## src/rtl/assert_macros.svh

```systemverilog
// assertion helpers
`ifndef ASSERT_MACROS_SVH
`define ASSERT_MACROS_SVH
`define ASSERT_IMPL(lbl, clk, rst_n, a, c) \
	lbl: assert property (@(posedge clk) disable iff (!rst_n) (a) |-> (c)) else $error("%m failed");
`define ASSERT_NEXT(lbl, clk, rst_n, a, c) \
	lbl: assert property (@(posedge clk) disable iff (!rst_n) (a) |=> (c)) else $error("%m failed");
`endif

```

## src/rtl/rope_pkg.sv

```systemverilog
`timescale 1ns / 1ps
package rope_pkg;
	localparam int CORDIC_STEPS = 16;
	localparam logic signed [35:0] CORDIC_GAIN = 36'sd652032874;
	localparam int REG_PAIRS = 0;
	localparam int REG_LAYOUT = 1;
	localparam int REG_SCALE = 2;
	localparam int CFG_IDX_W = 2;
	localparam int CFG_DATA_W = 16;

	function automatic logic signed [35:0] arc_turn(input int i);
		logic signed [35:0] r;
		r = '0;
		case (i)
			0: r = 36'sh020000000;
			1: r = 36'sh012E4051E;
			2: r = 36'sh009FB385B;
			3: r = 36'sh0051111D4;
			4: r = 36'sh0028B0D43;
			5: r = 36'sh00145D7E1;
			6: r = 36'sh000A2F61E;
			7: r = 36'sh000517C55;
			8: r = 36'sh00028BE53;
			9: r = 36'sh000145F2F;
			10: r = 36'sh0000A2F98;
			11: r = 36'sh0000517CC;
			12: r = 36'sh000028BE6;
			13: r = 36'sh0000145F3;
			14: r = 36'sh00000A2FA;
			15: r = 36'sh00000517D;
			default: r = '0;
		endcase
		return r;
	endfunction
endpackage

```

## src/rtl/rope_cordic_step.sv

```systemverilog
`timescale 1ns / 1ps
// one CORDIC rotation step, registered
module rope_cordic_step #(
	parameter int STEP = 0
) (
	input  logic clk,
	input  logic adv,
	input  logic signed [35:0] x_in,
	input  logic signed [35:0] y_in,
	input  logic signed [35:0] z_in,
	output logic signed [35:0] x_s1,
	output logic signed [35:0] y_s1,
	output logic signed [35:0] z_s1
);
	logic signed [35:0] dx, dy;
	assign dx = y_in >>> STEP;
	assign dy = x_in >>> STEP;
	always_ff @(posedge clk) begin
		if (adv) begin
			if (!z_in[35]) begin
				x_s1 <= x_in - dx;
				y_s1 <= y_in + dy;
				z_s1 <= z_in - rope_pkg::arc_turn(STEP);
			end else begin
				x_s1 <= x_in + dx;
				y_s1 <= y_in - dy;
				z_s1 <= z_in + rope_pkg::arc_turn(STEP);
			end
		end
	end
endmodule

```

## config.mk

```make
export PLATFORM = sky130hd
export DESIGN_NAME = rope_cordic_step
export DESIGN_NICKNAME = d
export VERILOG_FILES = /design/src/rtl/assert_macros.svh /design/src/rtl/rope_pkg.sv /design/src/rtl/rope_cordic_step.sv
export SDC_FILE = /design/constraint.sdc
export NUM_CORES = 1
export LEC_CHECK = 0
export ABC_CLOCK_PERIOD_IN_PS = 4400
export BUFFER_PORTS_ARGS = -buffer_cell sky130_fd_sc_hd__buf_2
export CAP_MARGIN = 0
export CORE_UTILIZATION = 35
export DETAILED_ROUTE_END_ITERATION = 8
export PLACE_DENSITY = 0.64
export RECOVER_POWER = 50
export SLEW_MARGIN = 25
export SYNTH_ARGS = -nofsm -noshare
export SYNTH_HDL_FRONTEND = slang
export SYNTH_SLANG_ARGS = --single-unit
export TNS_END_PERCENT = 50
```

## constraint.sdc

```tcl
create_clock -name clk -period 4.4 [get_ports clk]
set_input_delay 0.88 -clock clk [delete_from_list [all_inputs] [get_ports clk]]
set_output_delay 0.88 -clock clk [all_outputs]
set_load 0.02 [all_outputs]
```

==> Yosys cells after proc, flatten, opt, wreduce, memory -nomap -nowiden <==
Index checks and enable logic that the tools add are counted.
W data, S select, Z words.
{ "totals": {"register_bits": 108, "out_inout_bits": 108, "memories": 0, "mem_bits_rw": 0, "elab_cells": 11, "romBits": 0, "inputBits": 110, "latch_bits": 0} }
{ "classes": {"bitwise": 0, "multipliers": 0, "magnitude_cmp": 0, "n_shift": 0, "n_eq_ne": 0, "reduce_logical": 0, "add_sub_neg": 5, "muxes": 3, "n_div": 0} }
{ "op_table": {"columns": ["cell", "n"], "rows": [
  ["$mux W36", 3],
  ["$sub A36 B36 Y36", 2],
  ["$add A36 B31 Y36 const B", 1],
  ["$add A36 B36 Y36", 1],
  ["$sub A36 B31 Y36 const B", 1]
]} }

==> Logic depth before layout (Yosys ltp) <==
{ "logic_depth": {"depth_word": 2, "ltp_mapped": 13, "mapped_depth_nobuf": 12} }

==> Worst setup path before layout <==
OpenSTA, ideal clock, no wires.
{ "synth_timing": {"kind": "input -> register", "from": "in x_in[0]", "to": "reg x_s1[32], data pin", "n_path_buf": 0, "t_arrival_ps": 3129, "setup_slack_ps": 1010, "required_time_ps": 4140, "setup_time_ps": 260, "stages": 11, "cell_sequence": "ha_1 > fa_1 > nor2b_1 > o21ai_0 > a21oi_1 > o21ai_1 > o211ai_2 > a311oi_2 > o21ai_2 > a311oi_2 > xnor2_1"} }
{ "synth_via": {"elab_chain_len": 2, "elab_cells_between_ends": 3, "cone_classes": "2 x add/sub; 1 x mux"} }
{ "synth_rtl": {"columns": ["element", "line", "rtl"], "rows": [
  ["start: declaration", "rope_cordic_step.sv:8", "input logic signed [35:0] x_in,"],
  ["$sub A36 B36 Y36 or $add A36 B36 Y36 (tied branches)", "rope_cordic_step.sv:21, rope_cordic_step.sv:25", null],
  ["$mux W36 *", "rope_cordic_step.sv:20", "if (!z_in[35]) begin"],
  ["end signal: assignment", "rope_cordic_step.sv:21", "x_s1 <= x_in - dx;"],
  ["end signal: assignment", "rope_cordic_step.sv:25", "x_s1 <= x_in + dx;"],
  ["end: declaration", "rope_cordic_step.sv:11", "output logic signed [35:0] x_s1,"]
]} }
Mark *: on every way between the ends. The rest lies on a longest branch, timed or not.
A chain may end at the register's enable or synchronous reset.

==> Final worst setup path <==
{ "layout_timing": {"from": "in x_in[14]", "to": "reg y_s1[33], data pin"} }
{ "layout_via": {"elab_chain_len": 2, "elab_cells_between_ends": 3, "cone_classes": "2 x add/sub; 1 x mux"} }
{ "layout_rtl": {"columns": ["element", "line", "rtl"], "rows": [
  ["$add A36 B36 Y36 or $sub A36 B36 Y36 (tied branches)", "rope_cordic_step.sv:22, rope_cordic_step.sv:26", null],
  ["$mux W36 *", "rope_cordic_step.sv:20", null],
  ["end signal: assignment", "rope_cordic_step.sv:22", "y_s1 <= y_in + dy;"],
  ["end signal: assignment", "rope_cordic_step.sv:26", "y_s1 <= y_in - dy;"],
  ["end: declaration", "rope_cordic_step.sv:12", "output logic signed [35:0] y_s1,"]
]} }
Marked as above.

==> results by group <==
Synth
  • Synth async-reset ratio: 0%
  • Synth top cells by count: 149 x a21oi_1, 114 x inv_1, 110 x ha_1
  • Synth Cell Area: 0.0102 mm^2
  • Seq cells post-synth: 107
  • Synth unique cells: 88
  • Yosys warnings: 0
  • Mean post-synth cell area: 8.75 um^2
  • Synth top area cells: edfxtp_1 32%, ha_1 14%, a21oi_1 7.3%
  • Total nets after synthesis: 1385
  • Count leader, synth: a21oi_1
  • Sequential share of the synthesized area: 31.6%
  • Largest area contributor in the netlist: edfxtp_1
  • Ys flop type: edfxtp_1
  • Area share of the largest cell type after synthesis: 31.6%
  • Post-synth EDFFs: 107
  • Synth Instances: 1161

Floorplanning
  • Floorplan row count: 62
  • Die Span Y: 172 um
  • I/O pin count: 218
  • Initial Utilization: 35.5%
  • Die footprint: 0.0297 mm^2
  • Core footprint: 0.0286 mm^2
  • Die width: 172 um

Global routing
  • Vias in the first global route: 9060
  • First-pass GRT wire length: 51.2 mm
  • GRT overflow: 0
  • Largest net degree at the start of global routing: 96
  • Initial antenna violation count: 0
  • Tot GR Track Use: 22.6%

Critical path
  • Critical path capture point type: flop
  • Worst EP required: 4.49 ns
  • CP startpoint: x_in[14]
  • Crit start category: input pin
  • CP max FO: 10
  • Data arrival, critical path: 3.94 ns
  • Setup CP Type: input pin to flop

CTS
  • Sink Count: 107
  • Post-CTS Hold Buffers: 0
  • H-tree level count: 3
  • Number of gates resized after CTS: 0
  • CTS clock-pin slew for the worst setup and hold paths: 0.08 ns
  • CTS Buf Count: 9
  • Post-CTS Setup Inserts: 0
  • Root buffer cell: clkbuf_16
  • CTS tree: yes
  • Max Buffers Root-to-Sink: 2

Route
  • Vias per inst: 5.40
  • ANT nets after route: 0
  • Initial drt markers: 748
  • Total wire length: 34.0 mm
  • Vias: 9450
  • DRC viols: 1
  • Pre-antenna DRT Iters: 7
  • WL per Instance: 19.4 um

Placement
  • Number of port buffers: 217
  • Hpwl dp: 26.7 mm
  • Placer congestion estimate: 0.975

Timing
  • Max Freq: 0.260 GHz
  • Setup TNS Final: 0 ns
  • Final period utilization: 87.3%
  • Worst-Margin Slew: 1.82 ns
  • RSZ-0062 raised after global routing: no
  • Max Slew Vio Count: 35
  • Clock period minus worst slack: 3.84 ns
  • Final Hold Fails: 0
  • Slew margin rel.: -21.0%
  • # setup viols final: 0

Power
  • Switch Pwr: 1.47 mW
  • Cell Int Power: 2.21 mW
  • Sw Share: 39.9%
  • Max IR drop VDD: 0.167 mV
  • Comb pwr share: 40.0%
  • Clk network pwr share: 23.1%
  • Total Power: 3.68 mW
  • Leakage: 5.00 nW
  • Power Dens Cells: 311 mW/mm^2
  • Share of power burned in registers: 36.9%

Final layout
  • Fill cell count: 2985
  • ANT cells: 0
  • Layout cell share with drive strength beyond 1: 14.2%
  • Multi-input logic area: 0.00623 mm^2
  • Area Growth Syn to Fin: 16.4%
  • Storage element area: 0.00321 mm^2
  • Final net count: 1586

Run
  • MaxCap Viol Count: 1

Run status
  • Failing checks: DRC, capacitance limit, slew limit
  • Status: finished, violations left

Hold path
  • Hold Startpoint: z_in[22]
  • Min-delay worst type: input pin to flop
## cell usage in the layout, fill, tap and decap left out, types with 5 or more instances in the layout
master and count:
and3_1 6, o221ai_1 5, a31oi_1 6, xor2_1 10
or3_1 7, a21o_1 27, nor3_1 19, o211ai_1 8
nand2b_1 11, mux2i_1 10, and2_1 5, o21ai_0 74
buf_4 27, o21bai_1 26, nand2_1 66, a21oi_1 149
xnor2_1 63, inv_1 114, a211oi_1 8, a311oi_1 7
edfxtp_1 107, o21ai_1 8, clkbuf_16 9, nor2b_1 16
nand4_1 7, a211o_1 6, nor2_1 105, o21a_1 6
o31ai_1 9, clkbuf_1 100, nand3_1 21, ha_1 110
buf_2 118
## cells by family after synthesis
| kind of cell | share of synthesized area [%] |
|---|---|
| AO/OA/AOI/OAI | 26.5 |
| XOR/XNOR | 6.29 |
| adder cells (fa/ha/maj) | 14.3 |
| buffers and inverters | 7.02 |
| flip-flops | 31.6 |
| multiplexers | 0.985 |
| AND/OR/NAND/NOR | 13.2 |
## cell type report
cell class	count	area share [%]
tap	384	4.06
sequential	107	27.2
multi-input combinational	882	52.7
clock buffer	10	1.94
timing repair buffer	245	9.94
inverter	117	3.71
clock inverter	6	0.487
## power groups by stage
stage / Combinational, mW / Sequential, mW / Clock, mW
after CTS: 1.49 / 1.36 / 0.863
final: 1.47 / 1.36 / 0.850
after global placement: 1.49 / 1.38 / 0
after global routing: 1.60 / 1.38 / 0.889
after floorplan: 0.788 / 1.57 / 0
after detailed placement: 1.48 / 1.38 / 0
## flip-flops by register name, summed over array words and instances, names as in the netlist
name,cells
y_s1,35
x_s1,36
z_s1,36
## critical path, stage by stage
cell and delay [ns]:
buf_2 0.11, inv_1 0.05, ha_1 0.55, and4_1 0.54, a311oi_1 0.16, a21oi_1 0.65
o2bb2ai_1 0.21, a311oi_1 0.08, nor2_1 0.21, nor2_1 0.07, a311oi_1 0.28, xor2_1 0.13
## metrics by stage
stage                     area (um^2)  worst slack [ns]  hold slack, ns  std cells  utilization [%]
after global routing            11800             0.394           0.678       1751             41.3
after floorplan                 10200              1.01           0.979       1161                -
final                           11800             0.559           0.685       1751             41.3
after detailed placement        11700             0.279            1.06       1735             40.8
after CTS                       12000             0.638           0.677       1751             41.8
after global placement          11700             0.229            1.06       1735             40.8
## final timing paths
path | end | depth (start not counted) | slack, ns
worst max-delay path | y_s1[33] | 12 | 0.56
worst min-delay path | z_s1[22] | 1 | 0.68
## per-layer routing
layer	up-vias	routed length, um	global-route usage (%)	share of wire, %
met4	0	628	6.04	1.8
met3	41	2430	3.20	7.1
met1	4470	15900	32.0	47
met5	-	0	0	0
met2	382	15100	35.8	44
li1	4557	-	-	-
Note: power is estimated with default switching activity, not from simulation.
